### config.mk
export PLATFORM = sky130hd
export DESIGN_NAME = eeprom_microwire_and_read_port
export DESIGN_NICKNAME = d
export VERILOG_FILES = /design/src/sv/mwep_pkg.sv /design/src/sv/mwep_cfg.sv /design/src/sv/mwep_image.sv /design/src/sv/mwep_engine.sv /design/src/sv/eeprom_microwire_and_read_port.sv
export SDC_FILE = /design/constraint.sdc
export NUM_CORES = 1
export LEC_CHECK = 0
export ABC_AREA = 1
export BUFFER_PORTS_ARGS = -buffer_cell sky130_fd_sc_hd__buf_2
export CAP_MARGIN = 40
export CELL_PAD_IN_SITES_DETAIL_PLACEMENT = 1
export CELL_PAD_IN_SITES_GLOBAL_PLACEMENT = 2
export CORE_MARGIN = 8
export CORE_UTILIZATION = 34
export DETAILED_ROUTE_END_ITERATION = 16
export GPL_TIMING_DRIVEN = 0
export PLACE_DENSITY = 0.83
export SETUP_SLACK_MARGIN = 0.5
export SLEW_MARGIN = 30
export SYNTH_ARGS = -nofsm -noshare
export SYNTH_HDL_FRONTEND = slang
export SYNTH_SLANG_ARGS = --single-unit
### constraint.sdc
create_clock -name clk -period 3.2 [get_ports clk]
set_input_delay 0.8 -clock clk [delete_from_list [all_inputs] [get_ports clk]]
set_output_delay 0.8 -clock clk [all_outputs]
set_load 0.05 [all_outputs]
### src/sv/mwep_pkg.sv
`default_nettype none
// ----------------------------------------------------------------------------
// mwep_pkg
// Shared constants and types for the serial EEPROM port: register reset
// values, EEPROM image layout and the command decode fields.
// ----------------------------------------------------------------------------
package mwep_pkg;

	localparam int unsigned EEPROM_WORDS = 64;
	localparam int unsigned EE_AW        = $clog2(EEPROM_WORDS);
	localparam int unsigned DIRECT_AW    = 7;

	localparam logic [31:0] ADDR_LOW_RST  = 32'h1200_5452;
	localparam logic [15:0] ADDR_HIGH_RST = 16'h5634;

	localparam logic [15:0] IMG_CHECKSUM  = 16'hBABA;
	localparam logic [15:0] IMG_WORD10    = 16'h8000;
	localparam logic [EE_AW-1:0] IMG_IDX_LO    = EE_AW'(0);
	localparam logic [EE_AW-1:0] IMG_IDX_MID   = EE_AW'(1);
	localparam logic [EE_AW-1:0] IMG_IDX_HI    = EE_AW'(2);
	localparam logic [EE_AW-1:0] IMG_IDX_W10   = EE_AW'(10);
	localparam logic [EE_AW-1:0] IMG_IDX_SUM   = EE_AW'(EEPROM_WORDS - 1);

	localparam logic [2:0]  OP_READ       = 3'h6;
	localparam logic [3:0]  CMD_BITS      = 4'd9;
	localparam logic [3:0]  CNT_MAX       = 4'd15;
	localparam logic [3:0]  BIT_MSB       = 4'd15;
	localparam logic [31:0] DIRECT_DONE   = 32'h0000_0010;

	// control register bit positions
	localparam int unsigned CTL_CLK   = 0;
	localparam int unsigned CTL_CS    = 1;
	localparam int unsigned CTL_DI    = 2;
	localparam int unsigned CTL_DO    = 3;
	localparam int unsigned CTL_REQ   = 6;
	localparam int unsigned CTL_GNT   = 7;

	localparam logic        FUNC_CTL    = 1'b0;
	localparam logic        FUNC_DIRECT = 1'b1;

	localparam logic        REG_ADDR_LOW  = 1'b0;
	localparam logic        REG_ADDR_HIGH = 1'b1;

	typedef struct packed {
		logic [31:0] addr_low;
		logic [15:0] addr_high;
	} station_t;

endpackage
`default_nettype wire

### src/sv/mwep_cfg.sv
`default_nettype none
// ----------------------------------------------------------------------------
// mwep_cfg
// APB register file holding the station address used to build the EEPROM
// image.
// ----------------------------------------------------------------------------
module mwep_cfg (
	input  wire logic                clk,
	input  wire logic                arst_n,
	input  wire logic                psel,
	input  wire logic                penable,
	input  wire logic                pwrite,
	input  wire logic [2:0]          paddr,
	input  wire logic [31:0]         pwdata,
	output logic [31:0]              prdata,
	output logic                     pready,
	output mwep_pkg::station_t       station
);

	logic [31:0] addr_low_q;
	logic [15:0] addr_high_q;
	logic        wr_en;

	assign pready = 1'b1;
	assign wr_en  = psel & penable & pwrite;

	always_ff @(posedge clk or negedge arst_n) begin
		if (!arst_n) begin
			addr_low_q  <= mwep_pkg::ADDR_LOW_RST;
			addr_high_q <= mwep_pkg::ADDR_HIGH_RST;
		end else if (wr_en) begin
			unique case (paddr[2])
				mwep_pkg::REG_ADDR_LOW:  addr_low_q  <= pwdata;
				mwep_pkg::REG_ADDR_HIGH: addr_high_q <= pwdata[15:0];
				default: ;
			endcase
		end
	end

	always_comb begin
		unique case (paddr[2])
			mwep_pkg::REG_ADDR_LOW:  prdata = addr_low_q;
			mwep_pkg::REG_ADDR_HIGH: prdata = {16'h0000, addr_high_q};
			default:                 prdata = 32'h0000_0000;
		endcase
	end

	assign station.addr_low  = addr_low_q;
	assign station.addr_high = addr_high_q;

endmodule
`default_nettype wire

### src/sv/mwep_image.sv
`default_nettype none
// ----------------------------------------------------------------------------
// mwep_image
// EEPROM image lookup: address words, fixed word ten and checksum word.
// ----------------------------------------------------------------------------
module mwep_image (
	input  wire mwep_pkg::station_t          station,
	input  wire logic [mwep_pkg::EE_AW-1:0]  idx,
	output logic [15:0]                      word
);

	logic [15:0] checksum;

	assign checksum = mwep_pkg::IMG_CHECKSUM - station.addr_low[15:0]
		- station.addr_low[31:16] - station.addr_high - mwep_pkg::IMG_WORD10;

	always_comb begin
		unique case (idx)
			mwep_pkg::IMG_IDX_LO:  word = station.addr_low[15:0];
			mwep_pkg::IMG_IDX_MID: word = station.addr_low[31:16];
			mwep_pkg::IMG_IDX_HI:  word = station.addr_high;
			mwep_pkg::IMG_IDX_W10: word = mwep_pkg::IMG_WORD10;
			mwep_pkg::IMG_IDX_SUM: word = checksum;
			default:               word = 16'h0000;
		endcase
	end

endmodule
`default_nettype wire

### src/sv/mwep_engine.sv
`default_nettype none
// ----------------------------------------------------------------------------
// mwep_engine
// Input register, serial command engine and result register for the
// control and direct read register writes.
// ----------------------------------------------------------------------------
module mwep_engine (
	input  wire logic          clk,
	input  wire logic          arst_n,
	input  wire mwep_pkg::station_t station,
	input  wire logic          in_valid,
	output logic               in_stall,
	input  wire logic          func,
	input  wire logic [31:0]   write_value,
	output logic               out_valid,
	input  wire logic          out_stall,
	output logic [31:0]        register_value,
	output logic               data_out_bit,
	output logic               in_data_phase
);

	localparam int unsigned AW = mwep_pkg::EE_AW;

	logic        valid_s1;
	logic        func_s1;
	logic [31:0] value_s1;

	logic        out_valid_q;
	logic [31:0] reg_val_q;
	logic        dout_q;
	logic        phase_q;

	logic        prev_clk_q;
	logic        shifting_q;
	logic [3:0]  bits_seen_q;
	logic [8:0]  cmd_q;
	logic [15:0] word_q;
	logic [3:0]  bit_idx_q;

	logic        out_hold;
	logic        advance;
	logic        load_s1;

	logic        prev_clk_d;
	logic        shifting_d;
	logic [3:0]  bits_seen_d;
	logic [8:0]  cmd_d;
	logic [15:0] word_d;
	logic [3:0]  bit_idx_d;
	logic [31:0] res_val;
	logic        res_dout;

	logic [AW-1:0] img_idx;
	logic [15:0]   img_word;
	logic [mwep_pkg::DIRECT_AW-1:0] direct_addr;
	logic          direct_ok;
	logic [31:0]   ctl_val;

	function automatic logic [31:0] write_value_grant(input logic [31:0] v);
		logic [31:0] r;
		r = v;
		if (v[mwep_pkg::CTL_REQ]) begin
			r[mwep_pkg::CTL_GNT] = 1'b1;
		end
		return r;
	endfunction

	assign out_hold = out_valid_q & out_stall;
	assign advance  = valid_s1 & ~out_hold;
	assign in_stall = valid_s1 & out_hold;
	assign load_s1  = in_valid & ~in_stall;

	assign direct_addr = value_s1[8 +: mwep_pkg::DIRECT_AW];
	assign direct_ok   = direct_addr < mwep_pkg::DIRECT_AW'(mwep_pkg::EEPROM_WORDS);
	assign img_idx     = (func_s1 == mwep_pkg::FUNC_DIRECT) ? direct_addr[AW-1:0]
		: {cmd_q[AW-2:0], value_s1[mwep_pkg::CTL_DI]};

	mwep_image u_image (
		.station (station),
		.idx     (img_idx),
		.word    (img_word)
	);

	always_comb begin
		prev_clk_d  = prev_clk_q;
		shifting_d  = shifting_q;
		bits_seen_d = bits_seen_q;
		cmd_d       = cmd_q;
		word_d      = word_q;
		bit_idx_d   = bit_idx_q;
		ctl_val     = write_value_grant(value_s1);
		res_val     = value_s1;
		res_dout    = 1'b0;

		if (func_s1 == mwep_pkg::FUNC_DIRECT) begin
			if (value_s1[0]) begin
				res_val = mwep_pkg::DIRECT_DONE
					| {(direct_ok ? img_word : 16'h0000), 16'h0000};
			end
		end else begin
			if (!value_s1[mwep_pkg::CTL_CS]) begin
				shifting_d  = 1'b0;
				bits_seen_d = 4'd0;
				cmd_d       = 9'd0;
				word_d      = 16'h0000;
				bit_idx_d   = 4'd0;
			end else if (value_s1[mwep_pkg::CTL_CLK] && !prev_clk_q) begin
				if (!shifting_q) begin
					cmd_d = {cmd_q[7:0], value_s1[mwep_pkg::CTL_DI]};
					if (bits_seen_q != mwep_pkg::CNT_MAX) begin
						bits_seen_d = bits_seen_q + 4'd1;
					end
					if (bits_seen_d == mwep_pkg::CMD_BITS
						&& cmd_d[8:6] == mwep_pkg::OP_READ) begin
						word_d     = img_word;
						bit_idx_d  = mwep_pkg::BIT_MSB;
						shifting_d = 1'b1;
					end
				end else begin
					ctl_val[mwep_pkg::CTL_DO] = word_q[bit_idx_q];
					if (bit_idx_q != 4'd0) begin
						bit_idx_d = bit_idx_q - 4'd1;
					end
				end
			end
			prev_clk_d = value_s1[mwep_pkg::CTL_CLK];
			res_val    = ctl_val;
			res_dout   = ctl_val[mwep_pkg::CTL_DO];
		end
	end

	always_ff @(posedge clk or negedge arst_n) begin
		if (!arst_n) begin
			valid_s1    <= 1'b0;
			out_valid_q <= 1'b0;
			prev_clk_q  <= 1'b0;
			shifting_q  <= 1'b0;
			bits_seen_q <= 4'd0;
			cmd_q       <= 9'd0;
			word_q      <= 16'h0000;
			bit_idx_q   <= 4'd0;
		end else begin
			if (load_s1) begin
				valid_s1 <= 1'b1;
			end else if (advance) begin
				valid_s1 <= 1'b0;
			end
			if (advance) begin
				out_valid_q <= 1'b1;
			end else if (!out_stall) begin
				out_valid_q <= 1'b0;
			end
			if (advance && func_s1 == mwep_pkg::FUNC_CTL) begin
				prev_clk_q  <= prev_clk_d;
				shifting_q  <= shifting_d;
				bits_seen_q <= bits_seen_d;
				cmd_q       <= cmd_d;
				word_q      <= word_d;
				bit_idx_q   <= bit_idx_d;
			end
		end
	end

	always_ff @(posedge clk) begin
		if (load_s1) begin
			func_s1  <= func;
			value_s1 <= write_value;
		end
		if (advance) begin
			reg_val_q <= res_val;
			dout_q    <= res_dout;
			phase_q   <= (func_s1 == mwep_pkg::FUNC_CTL) ? shifting_d : shifting_q;
		end
	end

	assign out_valid      = out_valid_q;
	assign register_value = reg_val_q;
	assign data_out_bit   = dout_q;
	assign in_data_phase  = phase_q;

endmodule
`default_nettype wire

### src/sv/eeprom_microwire_and_read_port.sv
`default_nettype none
// ----------------------------------------------------------------------------
// eeprom_microwire_and_read_port
// Serial EEPROM port with bit-banged control register and direct read
// register over an image built from the station address.
// ----------------------------------------------------------------------------
// Each transaction on the input channel is one 32-bit write to the control
// register (func 0) or the direct read register (func 1); the output channel
// returns the value that register reads back, the serial data-out level and
// whether the engine is shifting out a word. One transaction is taken every
// clock cycle unless the output stalls; results pass the input register and
// the result register around the combinational engine update. The station
// address lives in two APB registers (address_low at 0x0, address_high at
// 0x4); the user must write it only while the port is idle (not enforced).
module eeprom_microwire_and_read_port (
	input  wire logic        clk,
	input  wire logic        arst_n,
	input  wire logic        psel,
	input  wire logic        penable,
	input  wire logic        pwrite,
	input  wire logic [2:0]  paddr,
	input  wire logic [31:0] pwdata,
	output logic [31:0]      prdata,
	output logic             pready,
	input  wire logic        in_valid,
	output logic             in_stall,
	input  wire logic        func,
	input  wire logic [31:0] write_value,
	output logic             out_valid,
	input  wire logic        out_stall,
	output logic [31:0]      register_value,
	output logic             data_out_bit,
	output logic             in_data_phase
);

	mwep_pkg::station_t station;

	mwep_cfg u_cfg (
		.clk     (clk),
		.arst_n  (arst_n),
		.psel    (psel),
		.penable (penable),
		.pwrite  (pwrite),
		.paddr   (paddr),
		.pwdata  (pwdata),
		.prdata  (prdata),
		.pready  (pready),
		.station (station)
	);

	mwep_engine u_engine (
		.clk            (clk),
		.arst_n         (arst_n),
		.station        (station),
		.in_valid       (in_valid),
		.in_stall       (in_stall),
		.func           (func),
		.write_value    (write_value),
		.out_valid      (out_valid),
		.out_stall      (out_stall),
		.register_value (register_value),
		.data_out_bit   (data_out_bit),
		.in_data_phase  (in_data_phase)
	);

endmodule
`default_nettype wire

==> flow_summary.html, run 1 <==
<table>
<tr><th>Metric</th><th>Value</th></tr>
<tr><th colspan="2">Logic synthesis</th></tr>
<tr><td>Total standard cell area after synthesis</td><td>roughly 8500 µm²</td></tr>
<tr><td>Sequential fraction of the synthesis area</td><td>0.4877</td></tr>
<tr><td>Mapped Nets</td><td>around 1,100</td></tr>
<tr><td>Post-synth EDFFs</td><td>between 60 and 70</td></tr>
<tr><td>Cell taking the most area after synthesis</td><td>edfxtp_1</td></tr>
<tr><td>Ranking of synthesized cells by area</td><td>edfxtp_1, dfrtp_1, nand2_1, inv_1, ha_1</td></tr>
<tr><td>FF+latch count, synth</td><td>roughly 150</td></tr>
<tr><td>Average instance area after synthesis</td><td>8.382 µm²</td></tr>
<tr><td>Yosys cell types</td><td>45</td></tr>
<tr><td>Share of async-settable or async-resettable flops after synthesis</td><td>0.5563</td></tr>
<tr><td>Instance count of the mapped netlist</td><td>slightly above 1,000</td></tr>
<tr><td>Share of the synthesized area in the top cell type</td><td>0.2374</td></tr>
<tr><td>Dominant register cell in the synthesized netlist</td><td>dfrtp_1</td></tr>
<tr><td>Count of yosys warnings during synthesis</td><td>0</td></tr>
<tr><th colspan="2">STA</th></tr>
<tr><td>Period utilisation layout</td><td>0.9044</td></tr>
<tr><td>Post-Route Hold Slack</td><td>0.2774 ns</td></tr>
<tr><td>Slew of the pin with the lowest slew margin</td><td>between 0.6 and 0.7 ns</td></tr>
<tr><td>Post-Route Skew</td><td>about 0.013 ns</td></tr>
<tr><td>Highest achievable clock rate</td><td>0.3455 GHz</td></tr>
<tr><td>Worst rel slew slack</td><td>0.5777</td></tr>
<tr><td>Final hold violation count</td><td>0</td></tr>
<tr><td>Final setup violation count</td><td>0</td></tr>
<tr><td>Clock period minus final worst setup slack</td><td>2.894 ns</td></tr>
<tr><td>Setup repair after global routing missed its margin</td><td>true</td></tr>
<tr><td>Final-report max-slew violation count</td><td>0</td></tr>
<tr><td>Post-Route Setup TNS</td><td>0 ns</td></tr>
<tr><th colspan="2">Clock tree</th></tr>
<tr><td>Clock insertion delay at the later pin of the skew report</td><td>around 0.43 ns</td></tr>
<tr><td>Cell at the root of the clock tree</td><td>clkbuf_16</td></tr>
<tr><td>Clock tree from TritonCTS</td><td>yes</td></tr>
<tr><td>Total CTS buffers</td><td>17</td></tr>
<tr><td>CTS Hold Buffers Added</td><td>0</td></tr>
<tr><td>Clock sinks</td><td>between 150 and 200</td></tr>
<tr><td>Maximum root-to-sink buffer count</td><td>2</td></tr>
<tr><td>H-tree Lvls</td><td>4</td></tr>
<tr><td>Clock transition at the registers of the reported paths</td><td>0.07 ns</td></tr>
<tr><th colspan="2">Route</th></tr>
<tr><td>Average detailed-routed wire length per instance</td><td>about 17 µm</td></tr>
<tr><td>Final routed DRC violation total</td><td>0</td></tr>
<tr><td>Routed vias/inst</td><td>4.736</td></tr>
<tr><td>Number of design-rule violations left by the first detailed-router iteration</td><td>between 300 and 400</td></tr>
<tr><td>Vias after detailed routing</td><td>7,270</td></tr>
<tr><td>Final wirelength</td><td>26,770 µm</td></tr>
<tr><td>Remaining antenna violation count after routing</td><td>0</td></tr>
<tr><td>DR pass1 iterations</td><td>4</td></tr>
<tr><th colspan="2">Critical path</th></tr>
<tr><td>Setup slack, reg-to-reg</td><td>0.31 ns</td></tr>
<tr><td>Maximum fanout count along the critical path</td><td>4</td></tr>
<tr><td>Reg2reg end</td><td>u_engine.register_value[25]</td></tr>
<tr><td>Critical path start-end classification</td><td>flop to flop</td></tr>
<tr><td>Worst setup path endpoint</td><td>u_engine.register_value[25]</td></tr>
<tr><td>Worst r2r path cells</td><td>15</td></tr>
<tr><td>Required time of the critical path</td><td>3.38 ns</td></tr>
<tr><td>Critical path endpoint category</td><td>flop</td></tr>
<tr><td>Worst endpoint data arrival time</td><td>just over 3 ns</td></tr>
<tr><td>Worst reg2reg startpoint</td><td>u_cfg.addr_low_q[1]</td></tr>
<tr><td>First element of the critical path</td><td>u_cfg.addr_low_q[1]</td></tr>
<tr><td>Startpoint Class</td><td>flop</td></tr>
<tr><th colspan="2">Cells and area</th></tr>
<tr><td>Cell Count, Final, Fillers Out</td><td>between 1,500 and 2,000</td></tr>
<tr><td>Final instance area</td><td>roughly 11,000 µm²</td></tr>
<tr><td>Count of nets after finishing</td><td>between 1,000 and 1,500</td></tr>
<tr><td>Area grow syn2layout</td><td>29.99%</td></tr>
<tr><td>Fill cell count</td><td>just under 3,000</td></tr>
<tr><td>Layout cells sized above 1</td><td>0.2973</td></tr>
<tr><td>Share of the core filled with cells in the final layout</td><td>0.4516</td></tr>
<tr><td>Antenna diode count</td><td>0</td></tr>
<tr><th colspan="2">Pwr</th></tr>
<tr><td>Switching Fraction</td><td>0.4253</td></tr>
<tr><td>Maximum VDD drop</td><td>0.0003313 V</td></tr>
<tr><td>Combinational group share of total power</td><td>0.521</td></tr>
<tr><td>Internal power component</td><td>approximately 0.0057 W</td></tr>
<tr><td>Share of total power in sequential cells</td><td>0.258</td></tr>
<tr><td>Clock group share of total power</td><td>0.221</td></tr>
<tr><td>Static power due to leakage</td><td>roughly 5.4 nW</td></tr>
<tr><td>Net switching power of the design</td><td>roughly 0.0042 W</td></tr>
<tr><td>Power density over the cells</td><td>893.9 nW/µm²</td></tr>
<tr><th colspan="2">Floorplan</th></tr>
<tr><td>Core area</td><td>24,390 µm²</td></tr>
<tr><td>Ports placed on the boundary</td><td>about 140</td></tr>
<tr><td>Die Area</td><td>roughly 30,000 µm²</td></tr>
<tr><td>Number of placement rows</td><td>57</td></tr>
<tr><td>Die X-Extent</td><td>about 170 µm</td></tr>
<tr><td>Die H</td><td>173.9 µm</td></tr>
<tr><td>Starting density of the core</td><td>0.3474</td></tr>
<tr><th colspan="2">Place</th></tr>
<tr><td>Weighted congestion reported at the end of routability-driven placement</td><td>slightly above 0.8</td></tr>
<tr><td>Dpl cells</td><td>about 1,500</td></tr>
<tr><td>Detailed placement HPWL</td><td>20,360 µm</td></tr>
<tr><td>Port-buffer cells</td><td>~140</td></tr>
<tr><td>Total cell area at the placement stage</td><td>around 10000 µm²</td></tr>
<tr><th colspan="2">GRT</th></tr>
<tr><td>Initial antenna violation count</td><td>0</td></tr>
<tr><td>Overall overflow remaining after global route</td><td>0</td></tr>
<tr><td>Total routing usage reported by global routing</td><td>0.1764</td></tr>
<tr><td>Vias in the first global route</td><td>7,869</td></tr>
<tr><td>Largest net degree at the start of global routing</td><td>between 50 and 60</td></tr>
<tr><td>First-pass GRT wire length</td><td>42,720 µm</td></tr>
<tr><th colspan="2">Worst hold path</th></tr>
<tr><td>Min-delay worst type</td><td>primary input to async pin</td></tr>
<tr><th colspan="2">Run status</th></tr>
<tr><td>Outcome</td><td>finished clean</td></tr>
<tr><th colspan="2">Job</th></tr>
<tr><td>Number of violations of the max-capacitance limit</td><td>0</td></tr>
</table>
==> routing by layer <==
metal,vias up,part of all wire,wire length (µm),global-route usage
met2,135,0.48,12860,0.2965
met5,-,0,0,0
met3,16,0.041,1109,0.03333
met4,0,0.010,267,0.04346
met1,3520,0.47,12530,0.2298
li1,3599,-,-,-
==> final cells by class <==
type                    count  area [µm²]  share of cell area
clock inverters            13       195.2             0.01772
clock buffers              19       432.9             0.03930
flip-flops and latches    151        4133              0.3752
multi-input cells         676        4099              0.3721
well taps                 324       405.4             0.03680
inverters                 150       569.3             0.05168
repair buffers            168       994.7             0.09030
plain buffers              34       186.4             0.01692
==> repair_timing <==
action                                  in CTS  in global routing
setup buffers                               21                  5
cloned                                       0                  0
gates resized for setup                     83                 36
endpoints found under the setup margin      41                 33
pin swaps                                   54                 30
==> layout by cell type, fill, tap and decap left out, drive strengths merged, types with 3 or more instances in the layout <==
cell type / count
fa: 15
o21ai: 94
dfrtp: 69
nand4: 5
nand2: 287
ha: 34
a21oi: 27
edfxtp: 67
o211ai: 4
dfstp: 15
clkbuf: 40
clkinv: 4
o22ai: 10
clkinvlp: 3
nor2: 111
nand3b: 3
buf: 181
inv: 152
bufinv: 4
xnor2: 4
nand3: 67
xor2: 3
==> power by group through the flow <==
| stage | registers (W) | clock network (W) | logic [W] |
|---|---|---|---|
| after floorplan | 0.00269 | 0 | 0.00269 |
| after global placement | 0.00257 | 0 | 0.00369 |
| after detailed placement | 0.00258 | 0 | 0.00380 |
| after CTS | 0.00253 | 0.00222 | 0.00474 |
| after global routing | 0.00258 | 0.00228 | 0.00564 |
| final | 0.00254 | 0.00218 | 0.00513 |
==> sequential cells by signal, summed over array words and instances (netlist names) <==
register	cells
u_engine.bit_idx_q	4
u_engine.word_q	16
u_cfg.addr_low_q	32
u_engine.register_value	32
u_engine.func_s1	1
u_engine.out_valid	1
u_engine.data_out_bit	1
u_engine.valid_s1	1
u_engine.value_s1	32
u_cfg.addr_high_q	16
u_engine.cmd_q	8
u_engine.prev_clk_q	1
u_engine.shifting_q	1
u_engine.in_data_phase	1
u_engine.bits_seen_q	4
==> through the flow <==
stage	power (W)	worst slack (ns)
CTS	0.009501	0.2398
floorplan	0.005377	0.1512
finish	0.009847	0.3059
global route	0.01050	0.1764
global placement	0.006262	0.01123
detailed placement	0.006378	0.1360
==> kinds of logic (layout without fill, tap and decap cells) <==
group	Yosys count	in the layout	share of synthesized area
buffers and inverters	184	384	0.08667
other	1	1	0.0004425
adders and majority gates	49	49	0.08563
DFF	151	151	0.4877
xor gates and xnor gates	7	7	0.007235
and+or+nand+nor	481	481	0.2444
AOI/OAI and AO/OA	138	138	0.08800
==> worst min-delay path by stage <==
| stage | end | depth (start not counted) |
|---|---|---|
| global placement | u_engine.word_q[14] | 2 |
| global route | u_engine.word_q[10] | 1 |
| floorplan | u_engine.word_q[0] | 2 |
| detailed placement | u_engine.word_q[2] | 2 |
| finish | u_engine.word_q[10] | 1 |
| CTS | u_engine.bits_seen_q[0] | 1 |
==> synthesized netlist by cell type, types with 2 or more instances <==
master and number:
a21oi_1 26, and2_1 2, buf_2 6, buf_4 3, buf_6 3, clkbuf_1 21, dfrtp_1 69, dfstp_2 15
edfxtp_1 67, fa_1 15, ha_1 34, inv_1 146, inv_2 3, nand2_1 274, nand2_2 9, nand2_4 3
nand3_1 66, nand3b_1 3, nand4_1 5, nor2_1 104, nor2_4 3, nor2_8 3, nor3_1 2, o211ai_1 4
o21ai_0 62, o21ai_1 28, o21ai_2 3, o22ai_1 10, xnor2_1 4, xor2_1 3
==> worst max-delay path, cell delays in order (launching register included) <==
cell     delay [ns]
dfstp_2        0.54
inv_2          0.04
fa_2           0.56
ha_4           0.22
ha_4           0.16
fa_2           0.39
nand3_2        0.10
nand3_4        0.09
nand2_2        0.09
nand3_2        0.07
nor2_1         0.09
nor2_1         0.04
nand2_1        0.07
nand2_2        0.06
nand2_1        0.08
nand2_1        0.05
Power figures use the tool's default switching activity.
==> inputs of run 2 (changes only) <==
--- a/config.mk
+++ b/config.mk
@@ -15,7 +15,6 @@
 export DETAILED_ROUTE_END_ITERATION = 16
 export GPL_TIMING_DRIVEN = 0
 export PLACE_DENSITY = 0.83
-export SETUP_SLACK_MARGIN = 0.5
 export SLEW_MARGIN = 30
 export SYNTH_ARGS = -nofsm -noshare
 export SYNTH_HDL_FRONTEND = slang
==> run 2 against run 1 <==
Fmax decreased by 4.7%. Sequential share of layout area increased by 2.6 points. Die area unchanged. Critical path depth decreased by 4. Total power decreased by 14%. Utilization decreased by 2.9 points. Worst hold slack got worse by 0.016 ns. Clock skew increased by 0.0025 ns. Wire length decreased by 3.5%. Non-clock buffer count decreased by 25. Highest routed layer unchanged.
==> flow_summary.html, run 2 (synthesis gave the netlist of run 1 again) <==
<table>
<tr><th>Metric</th><th>Value</th></tr>
<tr><th colspan="2">Run status</th></tr>
<tr><td>Outcome</td><td>finished clean</td></tr>
<tr><th colspan="2">Clock tree</th></tr>
<tr><td>Clock tree from TritonCTS</td><td>yes</td></tr>
<tr><td>Clock sinks</td><td>151 (unchanged)</td></tr>
<tr><td>Clock transition at the registers of the reported paths</td><td>0.06 ns (about the same)</td></tr>
<tr><td>Clock insertion delay at the later pin of the skew report</td><td>0.43 ns (about the same)</td></tr>
<tr><td>Cell at the root of the clock tree</td><td>clkbuf_16</td></tr>
<tr><td>Total CTS buffers</td><td>17 (unchanged)</td></tr>
<tr><td>Maximum root-to-sink buffer count</td><td>2 (unchanged)</td></tr>
<tr><td>CTS Hold Buffers Added</td><td>0 (unchanged)</td></tr>
<tr><td>H-tree Lvls</td><td>4 (unchanged)</td></tr>
<tr><th colspan="2">Cells and area</th></tr>
<tr><td>Antenna diode count</td><td>0 (unchanged)</td></tr>
<tr><td>Area grow syn2layout</td><td>21.59%</td></tr>
<tr><td>Share of the core filled with cells in the final layout</td><td>0.4224 (-0.02919)</td></tr>
<tr><td>Count of nets after finishing</td><td>1,297 (-1.9%)</td></tr>
<tr><td>Final instance area</td><td>10,300 µm² (-6.5%)</td></tr>
<tr><td>Most frequent cells in the layout</td><td>nand2_1, buf_2, inv_1, nor2_1, dfrtp_1</td></tr>
<tr><td>Layout cells sized above 1</td><td>0.2099 (-0.08733)</td></tr>
<tr><td>Cell Count, Final, Fillers Out</td><td>1,510 (-1.6%)</td></tr>
<tr><td>Most frequent standard cell in the layout excluding fill and tap cells</td><td>nand2_1</td></tr>
<tr><th colspan="2">GRT</th></tr>
<tr><td>Total routing usage reported by global routing</td><td>0.1733 (-0.003040)</td></tr>
<tr><td>Initial antenna violation count</td><td>0 (unchanged)</td></tr>
<tr><td>First-pass GRT wire length</td><td>41,930 µm (-1.9%)</td></tr>
<tr><td>Largest net degree at the start of global routing</td><td>51 (unchanged)</td></tr>
<tr><td>Vias in the first global route</td><td>7,670 (-2.5%)</td></tr>
<tr><td>Overall overflow remaining after global route</td><td>0 (unchanged)</td></tr>
<tr><th colspan="2">STA</th></tr>
<tr><td>Setup repair after global routing missed its margin</td><td>false</td></tr>
<tr><td>Final setup violation count</td><td>0 (unchanged)</td></tr>
<tr><td>Post-Route Hold Slack</td><td>0.2616 ns (-0.01573 ns)</td></tr>
<tr><td>Clock period minus final worst setup slack</td><td>3.036 ns (+0.1420 ns)</td></tr>
<tr><td>Final-report max-slew violation count</td><td>0 (unchanged)</td></tr>
<tr><td>Post-Route Skew</td><td>0.01531 ns (+0.002501 ns)</td></tr>
<tr><td>Period utilisation layout</td><td>0.9488 (+0.04438)</td></tr>
<tr><td>Worst rel slew slack</td><td>0.4471 (-0.1306)</td></tr>
<tr><td>Highest achievable clock rate</td><td>0.3294 GHz (-4.7%)</td></tr>
<tr><td>Post-Route Setup TNS</td><td>0 ns (unchanged)</td></tr>
<tr><td>Final hold violation count</td><td>0 (unchanged)</td></tr>
<tr><td>Slew of the pin with the lowest slew margin</td><td>0.8282 ns (+0.1961 ns)</td></tr>
<tr><th colspan="2">Critical path</th></tr>
<tr><td>Critical path start-end classification</td><td>flop to flop</td></tr>
<tr><td>List of cells traversed by the critical path</td><td>inv_1 &gt; fa_2 &gt; ha_4 &gt; ha_4 &gt; fa_2 &gt; nand3_1 &gt; nand3_2 &gt; xnor2_1 &gt; o21ai_1 &gt; o21ai_1 &gt; nand2_1</td></tr>
<tr><td>Worst endpoint data arrival time</td><td>3.20 ns (+0.12 ns)</td></tr>
<tr><td>Cell with the biggest individual delay on the critical path</td><td>fa_2</td></tr>
<tr><td>Setup slack, reg-to-reg</td><td>0.16 ns (-0.14 ns)</td></tr>
<tr><td>Critical path endpoint category</td><td>flop</td></tr>
<tr><td>Gate family responsible for the most delay along the worst path</td><td>adder cells</td></tr>
<tr><td>Worst r2r path cells</td><td>11 (-4)</td></tr>
<tr><td>Worst reg2reg startpoint</td><td>u_cfg.addr_low_q[1]</td></tr>
<tr><td>Number of buffers and inverters on the critical path</td><td>1 (unchanged)</td></tr>
<tr><td>Required time of the critical path</td><td>3.37 ns (about the same)</td></tr>
<tr><td>Maximum fanout count along the critical path</td><td>4 (unchanged)</td></tr>
<tr><td>Reg2reg end</td><td>u_engine.register_value[21]</td></tr>
<tr><td>Startpoint Class</td><td>flop</td></tr>
<tr><td>Slowest stage delay, CP</td><td>0.60 ns (+0.04 ns)</td></tr>
<tr><th colspan="2">Route</th></tr>
<tr><td>Remaining antenna violation count after routing</td><td>0 (unchanged)</td></tr>
<tr><td>Number of design-rule violations left by the first detailed-router iteration</td><td>286 (-8.9%)</td></tr>
<tr><td>Final routed DRC violation total</td><td>0 (unchanged)</td></tr>
<tr><td>DR pass1 iterations</td><td>4 (unchanged)</td></tr>
<tr><td>Vias after detailed routing</td><td>7,164 (-1.5%)</td></tr>
<tr><td>Final wirelength</td><td>25,830 µm (-3.5%)</td></tr>
<tr><td>Average detailed-routed wire length per instance</td><td>17.10 µm (-1.9%)</td></tr>
<tr><td>Routed vias/inst</td><td>4.744 (+0.17%)</td></tr>
<tr><th colspan="2">Floorplan</th></tr>
<tr><td>Starting density of the core</td><td>0.3474 (unchanged)</td></tr>
<tr><td>Die H</td><td>173.9 µm (unchanged)</td></tr>
<tr><td>Core area</td><td>24,390 µm² (unchanged)</td></tr>
<tr><td>Number of placement rows</td><td>57 (unchanged)</td></tr>
<tr><td>Die X-Extent</td><td>173.9 µm (unchanged)</td></tr>
<tr><td>Ports placed on the boundary</td><td>144 (unchanged)</td></tr>
<tr><td>Die Area</td><td>30,230 µm² (unchanged)</td></tr>
<tr><th colspan="2">Worst hold path</th></tr>
<tr><td>Min-delay worst type</td><td>primary input to async pin</td></tr>
<tr><th colspan="2">Pwr</th></tr>
<tr><td>Maximum VDD drop</td><td>0.0003162 V (-4.5%)</td></tr>
<tr><td>Static power due to leakage</td><td>5.170 nW (-4.2%)</td></tr>
<tr><td>Power density over the cells</td><td>817.1 nW/µm² (-8.6%)</td></tr>
<tr><th colspan="2">Place</th></tr>
<tr><td>Port-buffer cells</td><td>139 (unchanged)</td></tr>
<tr><td>Weighted congestion reported at the end of routability-driven placement</td><td>0.7946 (-2.1%)</td></tr>
<tr><td>Detailed placement HPWL</td><td>20,470 µm (+0.53%)</td></tr>
<tr><td>Total cell area at the placement stage</td><td>9632 µm² (-0.85%)</td></tr>
<tr><td>Dpl cells</td><td>1,476 (-0.068%)</td></tr>
<tr><th colspan="2">Job</th></tr>
<tr><td>Number of violations of the max-capacitance limit</td><td>0 (unchanged)</td></tr>
</table>
run 2: changes by cell type in the layout (fill, tap and decap cells not counted), sizes merged:
cell / delta
clkinv: -2
clkinvlp: +1
clkbuf: -1
inv: +3
bufinv: -2
buf: -24
run 2: power by group:
group          switching [W]  leakage (nW)  internal (W)  total (W)
Combinational        0.00255          3.23       0.00131    0.00385
Clock               0.000859         0.269       0.00116    0.00202
Sequential          0.000203          1.67       0.00235    0.00255
run 2: final cells by class:
| cell class | count | area, µm² |
|---|---|---|
| fillers | 3028 | 14090 |
| flip-flops and latches | 151 | 4133 |
| multi-input cells | 676 | 3689 |
| repair buffers | 144 | 767.0 |
| inverters | 150 | 565.5 |
| clock buffers | 19 | 432.9 |
| well taps | 324 | 405.4 |
| plain buffers | 33 | 165.2 |
| clock inverters | 13 | 146.4 |
run 2: what timing repair did:
item / 4_1_cts / 5_1_grt
pin swaps: 1 / 8
setup buffers: 1 / 2
resized for setup: 5 / 14
endpoints found under the setup margin: 5 / 14
run 2: layer usage:
layer | vias to the layer above | track usage | wire length [µm]
met5 | - | 0 | 0
met4 | 0 | 0.04133 | 314
met3 | 17 | 0.04008 | 977
met2 | 126 | 0.2891 | 12310
met1 | 3475 | 0.2239 | 12230
li1 | 3546 | - | -
run 2: worst max path at each step:
| stage | slack [ns] | cells after the start | end | start |
|---|---|---|---|---|
| after detailed placement | -0.1 | 15 | u_engine.register_value[25] | u_cfg.addr_low_q[1] |
| after floorplan | 0.07 | 4 | prdata[0] | paddr[2] |
| after CTS | 0.005 | 15 | u_engine.register_value[25] | u_cfg.addr_low_q[1] |
| after global placement | -0.58 | 8 | u_engine.cmd_q[1] | out_stall |
| after global routing | 0.01 | 16 | u_engine.register_value[30] | u_cfg.addr_low_q[6] |
| final | 0.16 | 11 | u_engine.register_value[21] | u_cfg.addr_low_q[1] |
run 2: metrics by stage:
stage                     setup slack (ns)  total power, W
final                               0.1639        0.008420
after global routing              0.009710        0.009117
after detailed placement          -0.09807        0.006311
after CTS                         0.004576        0.008395
after floorplan                    0.07176        0.005313
after global placement             -0.5818        0.006207
run 2: worst reg2reg max path: stages (launching register included):
cell	delay, ns
dfstp_2	0.55
inv_1	0.08
fa_2	0.60
ha_4	0.21
ha_4	0.17
fa_2	0.37
nand3_1	0.12
nand3_2	0.11
xnor2_1	0.15
o21ai_1	0.10
o21ai_1	0.24
nand2_1	0.07
